File: config.mk
export PLATFORM = sky130hd
export DESIGN_NAME = top_k_score_table_flat
export DESIGN_NICKNAME = d
export VERILOG_FILES = /design/src/rtl/core/tkst_pkg.sv /design/src/rtl/core/tkst_if.sv /design/src/rtl/core/tkst_front.sv /design/src/rtl/core/tkst_back.sv /design/src/rtl/core/top_k_score_table.sv /design/src/flat_wrapper.sv
export SDC_FILE = /design/constraint.sdc
export NUM_CORES = 1
export LEC_CHECK = 0
export BUFFER_PORTS_ARGS = -buffer_cell sky130_fd_sc_hd__buf_2
export CAP_MARGIN = 30
export CORE_UTILIZATION = 66
export DETAILED_ROUTE_END_ITERATION = 12
export PLACE_DENSITY = 0.88
export SLEW_MARGIN = 10
export SYNTH_ARGS = -nofsm -noshare
export SYNTH_HDL_FRONTEND = slang
export SYNTH_SLANG_ARGS = --single-unit
File: constraint.sdc
create_clock -name clock -period 22.8 [get_ports clock]
set_input_delay 2.28 -clock clock [delete_from_list [all_inputs] [get_ports clock]]
set_output_delay 2.28 -clock clock [all_outputs]
set_load 0.05 [all_outputs]
File: src/rtl/core/tkst_pkg.sv
// shared types and constants for the top-k score table
package tkst_pkg;

   localparam int SCORE_PORT_BITS = 16;
   localparam int NAME_LOW_BITS   = 64;
   localparam int NAME_HIGH_BITS  = 32;
   localparam int RANK_BITS       = 3;
   localparam int QUEUE_DEPTH     = 2;
   localparam int QUEUE_PTR_BITS  = 1;
   localparam int QUEUE_FILL_BITS = 2;

   // one submitted entry after the front end
   typedef struct packed {
      logic [SCORE_PORT_BITS-1:0] score;
      logic [NAME_LOW_BITS-1:0]   name_low;
      logic [NAME_HIGH_BITS-1:0]  name_high;
   } item_type;

   // head of the queue as seen by the back end
   typedef struct packed {
      logic     valid;
      item_type item;
   } queue_type;

   // one row of a table listing
   typedef struct packed {
      logic [RANK_BITS-1:0]       rank;
      logic [SCORE_PORT_BITS-1:0] entry_score;
      logic [NAME_LOW_BITS-1:0]   entry_name_low;
      logic [NAME_HIGH_BITS-1:0]  entry_name_high;
      logic                       accepted;
      logic                       is_new;
      logic                       last;
   } row_type;

endpackage

File: src/rtl/core/tkst_if.sv
// handshake channel interfaces for submits and listing rows
interface tkst_req_if;
   logic                                 valid;
   logic                                 ready;
   logic [tkst_pkg::SCORE_PORT_BITS-1:0] new_score;
   logic [tkst_pkg::NAME_LOW_BITS-1:0]   new_name_low;
   logic [tkst_pkg::NAME_HIGH_BITS-1:0]  new_name_high;

   modport source (output valid, new_score, new_name_low, new_name_high, input ready);
   modport sink (input valid, new_score, new_name_low, new_name_high, output ready);
endinterface

interface tkst_rsp_if;
   logic                                 valid;
   logic                                 ready;
   logic [tkst_pkg::RANK_BITS-1:0]       rank;
   logic [tkst_pkg::SCORE_PORT_BITS-1:0] entry_score;
   logic [tkst_pkg::NAME_LOW_BITS-1:0]   entry_name_low;
   logic [tkst_pkg::NAME_HIGH_BITS-1:0]  entry_name_high;
   logic                                 accepted;
   logic                                 is_new;
   logic                                 last;

   modport source (output valid, rank, entry_score, entry_name_low, entry_name_high,
                   accepted, is_new, last, input ready);
   modport sink (input valid, rank, entry_score, entry_name_low, entry_name_high,
                 accepted, is_new, last, output ready);
endinterface

File: src/rtl/core/tkst_front.sv
// front end: takes submit beats, trims the score and queues them for the table
module tkst_front #(
   parameter int SCORE_BITS = 16
) (
   input  logic                clock,
   input  logic                reset,
   tkst_req_if.sink            req_chan,
   output tkst_pkg::queue_type q_out,
   input  logic                q_pop
);

   localparam int SCORE_W = (SCORE_BITS < tkst_pkg::SCORE_PORT_BITS) ?
                            SCORE_BITS : tkst_pkg::SCORE_PORT_BITS;

   tkst_pkg::item_type                       slot_ff [tkst_pkg::QUEUE_DEPTH];
   logic [tkst_pkg::QUEUE_PTR_BITS-1:0]      wr_ptr_ff, wr_ptr_in;
   logic [tkst_pkg::QUEUE_PTR_BITS-1:0]      rd_ptr_ff, rd_ptr_in;
   logic [tkst_pkg::QUEUE_FILL_BITS-1:0]     fill_ff, fill_in;
   tkst_pkg::item_type                       trimmed;
   logic                                     push;

   // only the low score bits count
   always_comb begin
      trimmed.score     = tkst_pkg::SCORE_PORT_BITS'(req_chan.new_score[SCORE_W-1:0]);
      trimmed.name_low  = req_chan.new_name_low;
      trimmed.name_high = req_chan.new_name_high;
   end

   assign req_chan.ready = (fill_ff != tkst_pkg::QUEUE_FILL_BITS'(tkst_pkg::QUEUE_DEPTH));
   assign push           = req_chan.valid && req_chan.ready;

   // pointer and fill bookkeeping
   always_comb begin
      wr_ptr_in = push  ? wr_ptr_ff + 1'b1 : wr_ptr_ff;
      rd_ptr_in = q_pop ? rd_ptr_ff + 1'b1 : rd_ptr_ff;
      case ({push, q_pop})
         2'b10:   fill_in = fill_ff + 1'b1;
         2'b01:   fill_in = fill_ff - 1'b1;
         default: fill_in = fill_ff;
      endcase
   end

   always_ff @(posedge clock) begin
      if (reset) begin
         wr_ptr_ff <= '0;
         rd_ptr_ff <= '0;
         fill_ff   <= '0;
      end else begin
         wr_ptr_ff <= wr_ptr_in;
         rd_ptr_ff <= rd_ptr_in;
         fill_ff   <= fill_in;
      end
   end

   // queue storage
   always_ff @(posedge clock) begin
      if (push) begin
         slot_ff[wr_ptr_ff] <= trimmed;
      end
   end

   assign q_out.valid = (fill_ff != '0);
   assign q_out.item  = slot_ff[rd_ptr_ff];

endmodule

File: src/rtl/core/tkst_back.sv
// back end: sorted insertion into the table and row-by-row listing
module tkst_back #(
   parameter int TABLE_ENTRIES = 5,
   parameter int SCORE_BITS    = 16
) (
   input  logic                clock,
   input  logic                reset,
   input  tkst_pkg::queue_type q_in,
   output logic                q_pop,
   output logic                rsp_valid,
   input  logic                rsp_ready,
   output tkst_pkg::row_type   rsp_row
);

   localparam int SCORE_W = (SCORE_BITS < tkst_pkg::SCORE_PORT_BITS) ?
                            SCORE_BITS : tkst_pkg::SCORE_PORT_BITS;
   localparam int CNT_W   = $clog2(TABLE_ENTRIES + 1);
   localparam int IDX_W   = (TABLE_ENTRIES > 1) ? $clog2(TABLE_ENTRIES) : 1;

   typedef enum logic {ST_IDLE, ST_LIST} state_type;

   logic [SCORE_W-1:0]                       score_ff   [TABLE_ENTRIES];
   logic [tkst_pkg::NAME_LOW_BITS-1:0]       name_lo_ff [TABLE_ENTRIES];
   logic [tkst_pkg::NAME_HIGH_BITS-1:0]      name_hi_ff [TABLE_ENTRIES];
   logic [TABLE_ENTRIES-1:0]                 new_ff;
   logic [CNT_W-1:0]                         count_ff;
   logic                                     acc_ff;
   logic [IDX_W-1:0]                         row_ff;
   state_type                                state_ff;
   logic                                     rsp_valid_ff;
   tkst_pkg::row_type                        rsp_row_ff;

   logic [SCORE_W-1:0]                       new_score;
   logic [TABLE_ENTRIES-1:0]                 keep, prev_keep, take, shift;
   logic                                     accept_new;
   logic                                     out_free;
   logic                                     row_last;
   tkst_pkg::row_type                        row_in;

   assign new_score = q_in.item.score[SCORE_W-1:0];

   // per-slot decision: keep, take the new entry, or take the slot above
   always_comb begin
      for (int i = 0; i < TABLE_ENTRIES; i++) begin
         keep[i] = (CNT_W'(i) < count_ff) && (score_ff[i] >= new_score);
      end
      prev_keep[0] = 1'b1;
      for (int i = 1; i < TABLE_ENTRIES; i++) begin
         prev_keep[i] = keep[i-1];
      end
      for (int i = 0; i < TABLE_ENTRIES; i++) begin
         take[i]  = !keep[i] && prev_keep[i];
         shift[i] = !keep[i] && !prev_keep[i];
      end
   end

   // a full table whose lowest slot stays drops the submit
   assign accept_new = !keep[TABLE_ENTRIES-1];
   assign q_pop      = (state_ff == ST_IDLE) && q_in.valid;

   // table storage
   always_ff @(posedge clock) begin
      if (q_pop && accept_new) begin
         for (int i = 0; i < TABLE_ENTRIES; i++) begin
            if (take[i]) begin
               score_ff[i]   <= new_score;
               name_lo_ff[i] <= q_in.item.name_low;
               name_hi_ff[i] <= q_in.item.name_high;
            end
         end
         for (int i = 1; i < TABLE_ENTRIES; i++) begin
            if (shift[i]) begin
               score_ff[i]   <= score_ff[i-1];
               name_lo_ff[i] <= name_lo_ff[i-1];
               name_hi_ff[i] <= name_hi_ff[i-1];
            end
         end
      end
   end

   // next listing row
   assign out_free = !rsp_valid_ff || rsp_ready;
   assign row_last = ((CNT_W'(row_ff) + CNT_W'(1)) == count_ff);

   always_comb begin
      row_in.rank            = tkst_pkg::RANK_BITS'(row_ff);
      row_in.entry_score     = tkst_pkg::SCORE_PORT_BITS'(score_ff[row_ff]);
      row_in.entry_name_low  = name_lo_ff[row_ff];
      row_in.entry_name_high = name_hi_ff[row_ff];
      row_in.accepted        = acc_ff;
      row_in.is_new          = new_ff[row_ff];
      row_in.last            = row_last;
   end

   // sequencer with the output register
   always_ff @(posedge clock) begin
      if (reset) begin
         state_ff     <= ST_IDLE;
         count_ff     <= '0;
         acc_ff       <= 1'b0;
         new_ff       <= '0;
         row_ff       <= '0;
         rsp_valid_ff <= 1'b0;
      end else begin
         if (rsp_ready) begin
            rsp_valid_ff <= 1'b0;
         end
         case (state_ff)
            ST_IDLE: begin
               if (q_pop) begin
                  if (count_ff != CNT_W'(TABLE_ENTRIES)) begin
                     count_ff <= count_ff + CNT_W'(1);
                  end
                  acc_ff   <= accept_new;
                  new_ff   <= accept_new ? take : '0;
                  row_ff   <= '0;
                  state_ff <= ST_LIST;
               end
            end
            ST_LIST: begin
               if (out_free) begin
                  rsp_valid_ff <= 1'b1;
                  rsp_row_ff   <= row_in;
                  if (row_last) begin
                     state_ff <= ST_IDLE;
                  end else begin
                     row_ff <= row_ff + IDX_W'(1);
                  end
               end
            end
            default: begin
               state_ff <= ST_IDLE;
            end
         endcase
      end
   end

   assign rsp_valid = rsp_valid_ff;
   assign rsp_row   = rsp_row_ff;

endmodule

File: src/rtl/core/top_k_score_table.sv
// top-k score table: a submit beat passes the queue entry, the table update
// and the output register before its first row beat
// the back end takes no new submit until its listing is done; the single
// output register lists one table row per cycle while the result channel is ready
// reset empties the queue and sets the entry count to zero; table slots are
// left as they are and are only read once written
module top_k_score_table #(
   parameter int TABLE_ENTRIES = 5,
   parameter int SCORE_BITS    = 16
) (
   input logic         clock,
   input logic         reset,
   tkst_req_if.sink    req_chan,
   tkst_rsp_if.source  rsp_chan
);

   tkst_pkg::queue_type q_head;
   logic                q_pop;
   tkst_pkg::row_type   row;

   // submit queue
   tkst_front #(
      .SCORE_BITS (SCORE_BITS)
   ) u_front (
      .clock    (clock),
      .reset    (reset),
      .req_chan (req_chan),
      .q_out    (q_head),
      .q_pop    (q_pop)
   );

   // table and listing
   tkst_back #(
      .TABLE_ENTRIES (TABLE_ENTRIES),
      .SCORE_BITS    (SCORE_BITS)
   ) u_back (
      .clock     (clock),
      .reset     (reset),
      .q_in      (q_head),
      .q_pop     (q_pop),
      .rsp_valid (rsp_chan.valid),
      .rsp_ready (rsp_chan.ready),
      .rsp_row   (row)
   );

   // row beat onto the result channel
   assign rsp_chan.rank            = row.rank;
   assign rsp_chan.entry_score     = row.entry_score;
   assign rsp_chan.entry_name_low  = row.entry_name_low;
   assign rsp_chan.entry_name_high = row.entry_name_high;
   assign rsp_chan.accepted        = row.accepted;
   assign rsp_chan.is_new          = row.is_new;
   assign rsp_chan.last            = row.last;

endmodule

File: src/flat_wrapper.sv
// flat-port wrapper written by rule: the top's interface ports become plain ports
module top_k_score_table_flat 
#(
   parameter int TABLE_ENTRIES = 5,
   parameter int SCORE_BITS    = 16
)
  (clock, reset, req_chan_valid, req_chan_new_score, req_chan_new_name_low, req_chan_new_name_high, req_chan_ready, rsp_chan_valid, rsp_chan_rank, rsp_chan_entry_score, rsp_chan_entry_name_low, rsp_chan_entry_name_high, rsp_chan_accepted, rsp_chan_is_new, rsp_chan_last, rsp_chan_ready);
  tkst_req_if req_chan_i ();
  tkst_rsp_if rsp_chan_i ();
  input logic clock;
  input logic reset;
  input wire logic [$bits(req_chan_i.valid)-1:0] req_chan_valid;
  input wire logic [$bits(req_chan_i.new_score)-1:0] req_chan_new_score;
  input wire logic [$bits(req_chan_i.new_name_low)-1:0] req_chan_new_name_low;
  input wire logic [$bits(req_chan_i.new_name_high)-1:0] req_chan_new_name_high;
  output wire logic [$bits(req_chan_i.ready)-1:0] req_chan_ready;
  output wire logic [$bits(rsp_chan_i.valid)-1:0] rsp_chan_valid;
  output wire logic [$bits(rsp_chan_i.rank)-1:0] rsp_chan_rank;
  output wire logic [$bits(rsp_chan_i.entry_score)-1:0] rsp_chan_entry_score;
  output wire logic [$bits(rsp_chan_i.entry_name_low)-1:0] rsp_chan_entry_name_low;
  output wire logic [$bits(rsp_chan_i.entry_name_high)-1:0] rsp_chan_entry_name_high;
  output wire logic [$bits(rsp_chan_i.accepted)-1:0] rsp_chan_accepted;
  output wire logic [$bits(rsp_chan_i.is_new)-1:0] rsp_chan_is_new;
  output wire logic [$bits(rsp_chan_i.last)-1:0] rsp_chan_last;
  input wire logic [$bits(rsp_chan_i.ready)-1:0] rsp_chan_ready;
  assign req_chan_i.valid = req_chan_valid;
  assign req_chan_i.new_score = req_chan_new_score;
  assign req_chan_i.new_name_low = req_chan_new_name_low;
  assign req_chan_i.new_name_high = req_chan_new_name_high;
  assign req_chan_ready = req_chan_i.ready;
  assign rsp_chan_valid = rsp_chan_i.valid;
  assign rsp_chan_rank = rsp_chan_i.rank;
  assign rsp_chan_entry_score = rsp_chan_i.entry_score;
  assign rsp_chan_entry_name_low = rsp_chan_i.entry_name_low;
  assign rsp_chan_entry_name_high = rsp_chan_i.entry_name_high;
  assign rsp_chan_accepted = rsp_chan_i.accepted;
  assign rsp_chan_is_new = rsp_chan_i.is_new;
  assign rsp_chan_last = rsp_chan_i.last;
  assign rsp_chan_i.ready = rsp_chan_ready;
  top_k_score_table #(.TABLE_ENTRIES(TABLE_ENTRIES), .SCORE_BITS(SCORE_BITS)) u_core (.clock(clock), .reset(reset), .req_chan(req_chan_i), .rsp_chan(rsp_chan_i));
endmodule
==> flow_summary.ini, run 1 <==
[worst_setup_path]
class_of_the_most_critical_setup_path = flop to flop
worst_setup_path_end_kind = flop
startpoint_type = flop
critical_path.max_fanout = 67
cp_data_arrival_time_ps = 7340
crit_required_ps = 23190

[global_routing]
grt_antenna_before_repair = 3
grt_pass1_wl_um = 138000
grt_start_max_net_pins = 68
globalRouteTotalUtil = 0.293
gr-total-overflow = 0
first_global_vias = 23000

[clock_tree]
cts.htree.levels = 3
clock_latency_ps = 660
max-clock-path-buffers = 3
clock_tree_from_tritoncts = yes
cts-buffers-inserted = 89
post_cts.resized_instances = 0
cts.reportedPaths.clkPinSlew_ps = 70
post_cts_hold_buffer_count = 0
post_cts_buffers = 0
cts.sink_count = 921
cts_root_buf = sky130_fd_sc_hd__clkbuf_16

[sta]
finalSetupTns_ps = 0
max-slew-margin-rel = 0.320
final_critical_period_ps = 6950
report.final.setup_viol = 0
rsz0062_at_grt = no
maxClockFrequency_ghz = 0.144
timing.final.hold_violations = 0
fin_worst_skew_ps = 41.0
tightest_slew_ps = 1020
drv_slew = 0
share_of_the_clock_period_used_by_the_worst_path = 0.305

[placed_design]
buffer_ports.inserted = 235
global_placement_routability_congestion = 0.868
hpwlAfterDp_um = 50700

[floorplanning]
overall_die_width_um = 250
die_height_um = 250
design.die.area_sq_mm = 0.0625
initial_utilization = 0.670
core.rowCount = 90
ioPinCount = 236
core_area_sq_mm = 0.0606

[layout]
design.final.nets = 2562
drive_gt1_frac = 0.405
n_fill_cell = 3188
layout.area.seq_sq_mm = 0.0275
multi_input_comb_area_sq_mm = 0.0124
syn_to_final_growth_pct = 12.9

[yosys]
ys_top_cells_by_count = 902 x sky130_fd_sc_hd__edfxtp_1, 442 x sky130_fd_sc_hd__mux2_2, 230 x sky130_fd_sc_hd__mux2_1
synth-warning-count = 0
instance_count_of_the_mapped_netlist = 2106
synth-seq-cells = 921
synth_most_common_cell = sky130_fd_sc_hd__edfxtp_1
synth.largest_area_cell = sky130_fd_sc_hd__edfxtp_1
synth_sequential_area_ratio = 0.677
synth-edff-count = 902
synth-main-ff-cell = sky130_fd_sc_hd__edfxtp_1
syn_nets = 2306
syn_area_per_cell_sq_um = 19.3
synth_top_cell_area_share = 0.668
synth_area_sq_mm = 0.0406
synthTopCellsByArea = sky130_fd_sc_hd__edfxtp_1 67%, sky130_fd_sc_hd__mux2_2 12%, sky130_fd_sc_hd__mux2_1 6.4%
postSynth.asyncResetShare = 0
synth.lib_cells_used.distinct = 55

[run]
max_cap_violations = 0

[routing]
routed_wirelength_normalized_by_instance_count_um = 28.3
dr_total_vias = 21400
drt_iter0_drc = 1995
final_antenna_net_count = 0
detail_route.vias_per_cell = 6.65
drt-pass1-iter-count = 5
drc = 0
totalWireLength_um = 91000

[min_path]
hold_path_class = flop to flop

[status]
outcome = finished clean
## cell usage in the layout (no fill, tap or decap), types with 3 or more instances in the layout
| master | instances |
|---|---|
| sky130_fd_sc_hd__nand3_1 | 6 |
| sky130_fd_sc_hd__clkinvlp_4 | 4 |
| sky130_fd_sc_hd__nand2_1 | 21 |
| sky130_fd_sc_hd__dfxtp_1 | 15 |
| sky130_fd_sc_hd__a211oi_1 | 5 |
| sky130_fd_sc_hd__nor2b_1 | 3 |
| sky130_fd_sc_hd__buf_16 | 5 |
| sky130_fd_sc_hd__inv_1 | 25 |
| sky130_fd_sc_hd__o211ai_1 | 4 |
| sky130_fd_sc_hd__xnor2_1 | 4 |
| sky130_fd_sc_hd__nor2_1 | 18 |
| sky130_fd_sc_hd__mux2_2 | 442 |
| sky130_fd_sc_hd__o21a_1 | 4 |
| sky130_fd_sc_hd__and3_1 | 3 |
| sky130_fd_sc_hd__clkinv_1 | 13 |
| sky130_fd_sc_hd__mux2_1 | 230 |
| sky130_fd_sc_hd__and4_1 | 3 |
| sky130_fd_sc_hd__o21ai_0 | 18 |
| sky130_fd_sc_hd__nand2b_1 | 6 |
| sky130_fd_sc_hd__xor2_1 | 3 |
| sky130_fd_sc_hd__clkbuf_1 | 9 |
| sky130_fd_sc_hd__a21oi_1 | 31 |
| sky130_fd_sc_hd__clkinv_2 | 18 |
| sky130_fd_sc_hd__buf_2 | 235 |
| sky130_fd_sc_hd__inv_6 | 4 |
| sky130_fd_sc_hd__clkinv_4 | 3 |
| sky130_fd_sc_hd__mux4_2 | 113 |
| sky130_fd_sc_hd__edfxtp_1 | 902 |
| sky130_fd_sc_hd__ha_1 | 84 |
| sky130_fd_sc_hd__nor3_1 | 6 |
| sky130_fd_sc_hd__nor2_4 | 4 |
| sky130_fd_sc_hd__bufinv_16 | 22 |
| sky130_fd_sc_hd__nand4_1 | 6 |
| sky130_fd_sc_hd__dfxtp_4 | 4 |
| sky130_fd_sc_hd__a21o_1 | 8 |
| sky130_fd_sc_hd__clkbuf_16 | 92 |
| sky130_fd_sc_hd__buf_4 | 26 |
| sky130_fd_sc_hd__a31oi_1 | 3 |
## critical path: stages, from the launching register on
cell	delay, ps
sky130_fd_sc_hd__dfxtp_4	890
sky130_fd_sc_hd__buf_4	890
sky130_fd_sc_hd__mux2_2	390
sky130_fd_sc_hd__inv_1	130
sky130_fd_sc_hd__ha_1	340
sky130_fd_sc_hd__nand4_1	150
sky130_fd_sc_hd__a2111oi_0	520
sky130_fd_sc_hd__nand2_1	170
sky130_fd_sc_hd__o2bb2ai_4	330
sky130_fd_sc_hd__inv_6	350
sky130_fd_sc_hd__o211ai_4	420
sky130_fd_sc_hd__buf_4	750
sky130_fd_sc_hd__buf_4	760
sky130_fd_sc_hd__mux2_2	430
## state kept, by name, summed over array words and instances, names as in the netlist, 3 cells and up, named ones only
| register | flops |
|---|---|
| u_core.u_front.slot_ff | 224 |
| u_core.u_back.name_hi_ff | 160 |
| u_core.u_back.name_lo_ff | 320 |
| u_core.u_back.new_ff | 5 |
| u_core.u_back.rsp_row | 118 |
| u_core.u_back.score_ff | 80 |
| u_core.u_back.row_ff | 3 |
| u_core.u_back.count_ff | 3 |
## final timing paths
check / startpoint / depth (start not counted) / slack (ps) / endpoint
hold / removal: u_core.u_back.new_ff[0]$_SDFFE_PP0P_ / 2 / 460 / u_core.u_back.new_ff[0]$_SDFFE_PP0P_
hold reg to reg: u_core.u_back.new_ff[0]$_SDFFE_PP0P_ / 2 / 460 / u_core.u_back.new_ff[0]$_SDFFE_PP0P_
setup reg to reg: flop / 13 / 15850 / u_core.u_back.name_lo_ff[2][9]$_DFFE_PP_
setup / recovery: flop / 13 / 15850 / u_core.u_back.name_lo_ff[2][9]$_DFFE_PP_
## final cells by class
class                   instances  area share
diodes                          1   0.0000546
clock buffers                 102      0.0513
clock inverters                65      0.0205
inverters                      28     0.00251
multi-input cells            1055       0.271
flip-flops and latches        921       0.600
well taps                     782      0.0214
repair buffers                267      0.0334
## metrics by stage
stage          hold WS (ps)  instance area [sq um]  utilization  setup slack, ps  std cells
2_1_floorplan           406                  40600            -            14590       2106
3_3_place_gp            445                  42400        0.699            16090       3047
3_5_place_dp            452                  42400        0.700            15950       3050
4_1_cts                 462                  45700        0.755            15900       3217
5_1_grt                 512                  45800        0.756            15570       3221
6_report                459                  45800        0.756            15850       3221
## logic make-up after synthesis
kind of cell,count (synthesis),synth area share
compound gates,96,0.0168
xor+xnor,8,0.00210
fa+ha+maj,84,0.0259
buf+inv,130,0.0188
flops,921,0.677
mux,785,0.249
simple gates,82,0.0101
## per-layer routing
layer,global-route usage,part of all wire
met2,0.501,0.51
met5,0,0.00014
met4,0.116,0.034
met3,0.0413,0.069
met1,0.383,0.39
Power of run 1 is left out: the tool's default activity adds up to more than one toggle a clock period on the data nets, which glitch-free logic cannot reach.
==> inputs of run 2 (changes only) <==
--- a/config.mk
+++ b/config.mk
@@ -7,9 +7,9 @@
 export LEC_CHECK = 0
 export BUFFER_PORTS_ARGS = -buffer_cell sky130_fd_sc_hd__buf_2
 export CAP_MARGIN = 30
-export CORE_UTILIZATION = 66
+export CORE_UTILIZATION = 61
 export DETAILED_ROUTE_END_ITERATION = 12
-export PLACE_DENSITY = 0.88
+export PLACE_DENSITY = 0.83
 export SLEW_MARGIN = 10
 export SYNTH_ARGS = -nofsm -noshare
 export SYNTH_HDL_FRONTEND = slang
==> constraint.sdc (replaced) <==
create_clock -name clock -period 7.2 [get_ports clock]
set_input_delay 0.72 -clock clock [delete_from_list [all_inputs] [get_ports clock]]
set_output_delay 0.72 -clock clock [all_outputs]
set_load 0.05 [all_outputs]
==> flow_summary.ini, run 2 (synthesized netlist as in run 1, its figures left out) <==
[layout]
multi_input_comb_area_sq_mm = 0.0124
final_common_cell = sky130_fd_sc_hd__edfxtp_1
syn_to_final_growth_pct = 12.8
regMostFlops = u_core.u_back.name_lo_ff
layoutNonFillerInstCount = 3306
design.final.nets = 2569
largest_reg_flops = 320
layout.area.seq_sq_mm = 0.0275
n_fill_cell = 3922
layout_top_registers = u_core.u_back.name_lo_ff x320, u_core.u_front.slot_ff x224, u_core.u_back.name_hi_ff x160
drive_gt1_frac = 0.404
top_library_cells_by_usage_in_the_layout_fill_and_taps_aside = 902 x sky130_fd_sc_hd__edfxtp_1, 442 x sky130_fd_sc_hd__mux2_2, 235 x sky130_fd_sc_hd__buf_2

[clock_tree]
cts-buffers-inserted = 92
post_cts_buffers = 0
cts_root_buf = sky130_fd_sc_hd__clkbuf_16
post_cts.resized_instances = 0
cts.reportedPaths.clkPinSlew_ps = 60
cts.htree.levels = 3
max-clock-path-buffers = 3
post_cts_hold_buffer_count = 0
clock_latency_ps = 640
clock_tree_from_tritoncts = yes
cts.sink_count = 921

[worst_setup_path]
worst_setup_path_end_kind = flop
critical_path.max_fanout = 74
cp_data_arrival_time_ps = 5770
critPathSlowestCell = sky130_fd_sc_hd__dfxtp_4
worstReg2RegEnd = u_core.u_back.name_lo_ff[0][21]$_DFFE_PP_
class_of_the_most_critical_setup_path = flop to flop
crit_required_ps = 7500
worst-r2r-cell-count = 12
startpoint_type = flop
reg2reg_setup_slack_ps = 1730
cp_slowest_stage_delay_ps = 810
sequence_of_cells_on_the_critical_path = buf_4 > mux2_2 > inv_1 > ha_1 > a211oi_1 > nand3_1 > a31oi_1 > o2bb2ai_4 > inv_6 > o21ai_0 > inv_6 > buf_4

[routing]
detail_route.vias_per_cell = 6.36
dr_total_vias = 21000
drt_iter0_drc = 1639
drt-pass1-iter-count = 5
final_antenna_net_count = 0
totalWireLength_um = 88300
drc = 0
routed_wirelength_normalized_by_instance_count_um = 26.7

[min_path]
worst_hold_path_cells = 1
hold_path_class = primary input to flop
timing.hold.worst.start = req_chan_new_name_high[18]
worst_hold_end = u_core.u_front.slot_ff[0][18]$_DFFE_PP_

[sta]
report.final.setup_viol = 0
drv_slew = 0
final_critical_period_ps = 5470
rsz0062_at_grt = no
share_of_the_clock_period_used_by_the_worst_path = 0.760
max-slew-margin-rel = 0.333
finalSetupTns_ps = 0
fin_worst_skew_ps = 20.4
tightest_slew_ps = 1000
timing.final.hold_violations = 0
maxClockFrequency_ghz = 0.183
hold_slack_ps = 263

[global_routing]
grt_start_max_net_pins = 80
grt_pass1_wl_um = 133000
gr-total-overflow = 0
first_global_vias = 22100
globalRouteTotalUtil = 0.264
grt_antenna_before_repair = 6

[floorplanning]
core.rowCount = 94
design.die.area_sq_mm = 0.0675
initial_utilization = 0.617
ioPinCount = 236
die_height_um = 260
overall_die_width_um = 260
core_area_sq_mm = 0.0657

[placed_design]
buffer_ports.inserted = 235
dp_cells = 3137
global_placement_routability_congestion = 0.861
hpwlAfterDp_um = 51800

[run]
max_cap_violations = 0

[status]
outcome = finished clean
## run 2: cell count changes in the layout (fill, tap and decap cells not counted), moves of 2 or more
cell | previous run | this run
sky130_fd_sc_hd__clkbuf_16 | 92 | 94
sky130_fd_sc_hd__clkinv_1 | 13 | 16
sky130_fd_sc_hd__clkbuf_1 | 9 | 12
sky130_fd_sc_hd__buf_12 | 1 | 9
sky130_fd_sc_hd__clkinv_2 | 18 | 20
sky130_fd_sc_hd__inv_6 | 4 | 2
sky130_fd_sc_hd__bufinv_16 | 22 | 14
sky130_fd_sc_hd__buf_16 | 5 | 1
## run 2: metrics by stage
step	worst slack (ps)	util	cell area [sq um]
after global routing	1450	0.696	45800
final	1730	0.696	45800
after global placement	1720	0.648	42600
after detailed placement	1700	0.648	42600
after floorplan	484	-	40600
after CTS	1680	0.695	45700
## run 2: worst max-delay path by stage
stage / start / end / cells after the start
after floorplan: flop / u_core.u_back.name_hi_ff[1][0]$_DFFE_PP_ / 10
after global placement: flop / u_core.u_back.name_lo_ff[0][22]$_DFFE_PP_ / 12
after detailed placement: flop / u_core.u_back.name_lo_ff[0][22]$_DFFE_PP_ / 12
after CTS: flop / u_core.u_back.name_lo_ff[0][20]$_DFFE_PP_ / 12
after global routing: flop / u_core.u_back.name_lo_ff[0][20]$_DFFE_PP_ / 12
final: flop / u_core.u_back.name_lo_ff[0][21]$_DFFE_PP_ / 12
## run 2: critical path: cells and delay by family (launching register included)
family / cells / cell delay (ps)
AOI/OAI and AO/OA: 4 / 1160
adders and majority gates: 1 / 200
buffers and inverters: 5 / 2450
DFF: 1 / 810
muxes: 1 / 320
and+or+nand+nor: 1 / 110
## run 2: metal layers
layer  share of wire  GRT usage
met4           0.025     0.0845
met2            0.50      0.437
met3           0.069     0.0441
met5         0.00026          0
met1            0.41      0.358
## run 2: layout make-up
| cell class | count | area share |
|---|---|---|
| Tap cell | 864 | 0.0236 |
| Inverter | 28 | 0.00252 |
| Clock buffer | 107 | 0.0527 |
| Sequential cell | 921 | 0.600 |
| Antenna cell | 1 | 0.0000547 |
| Clock inverter | 59 | 0.0151 |
| Multi-Input combinational cell | 1055 | 0.271 |
| Timing Repair Buffer | 271 | 0.0345 |
Power of run 2 is left out for the same reason.
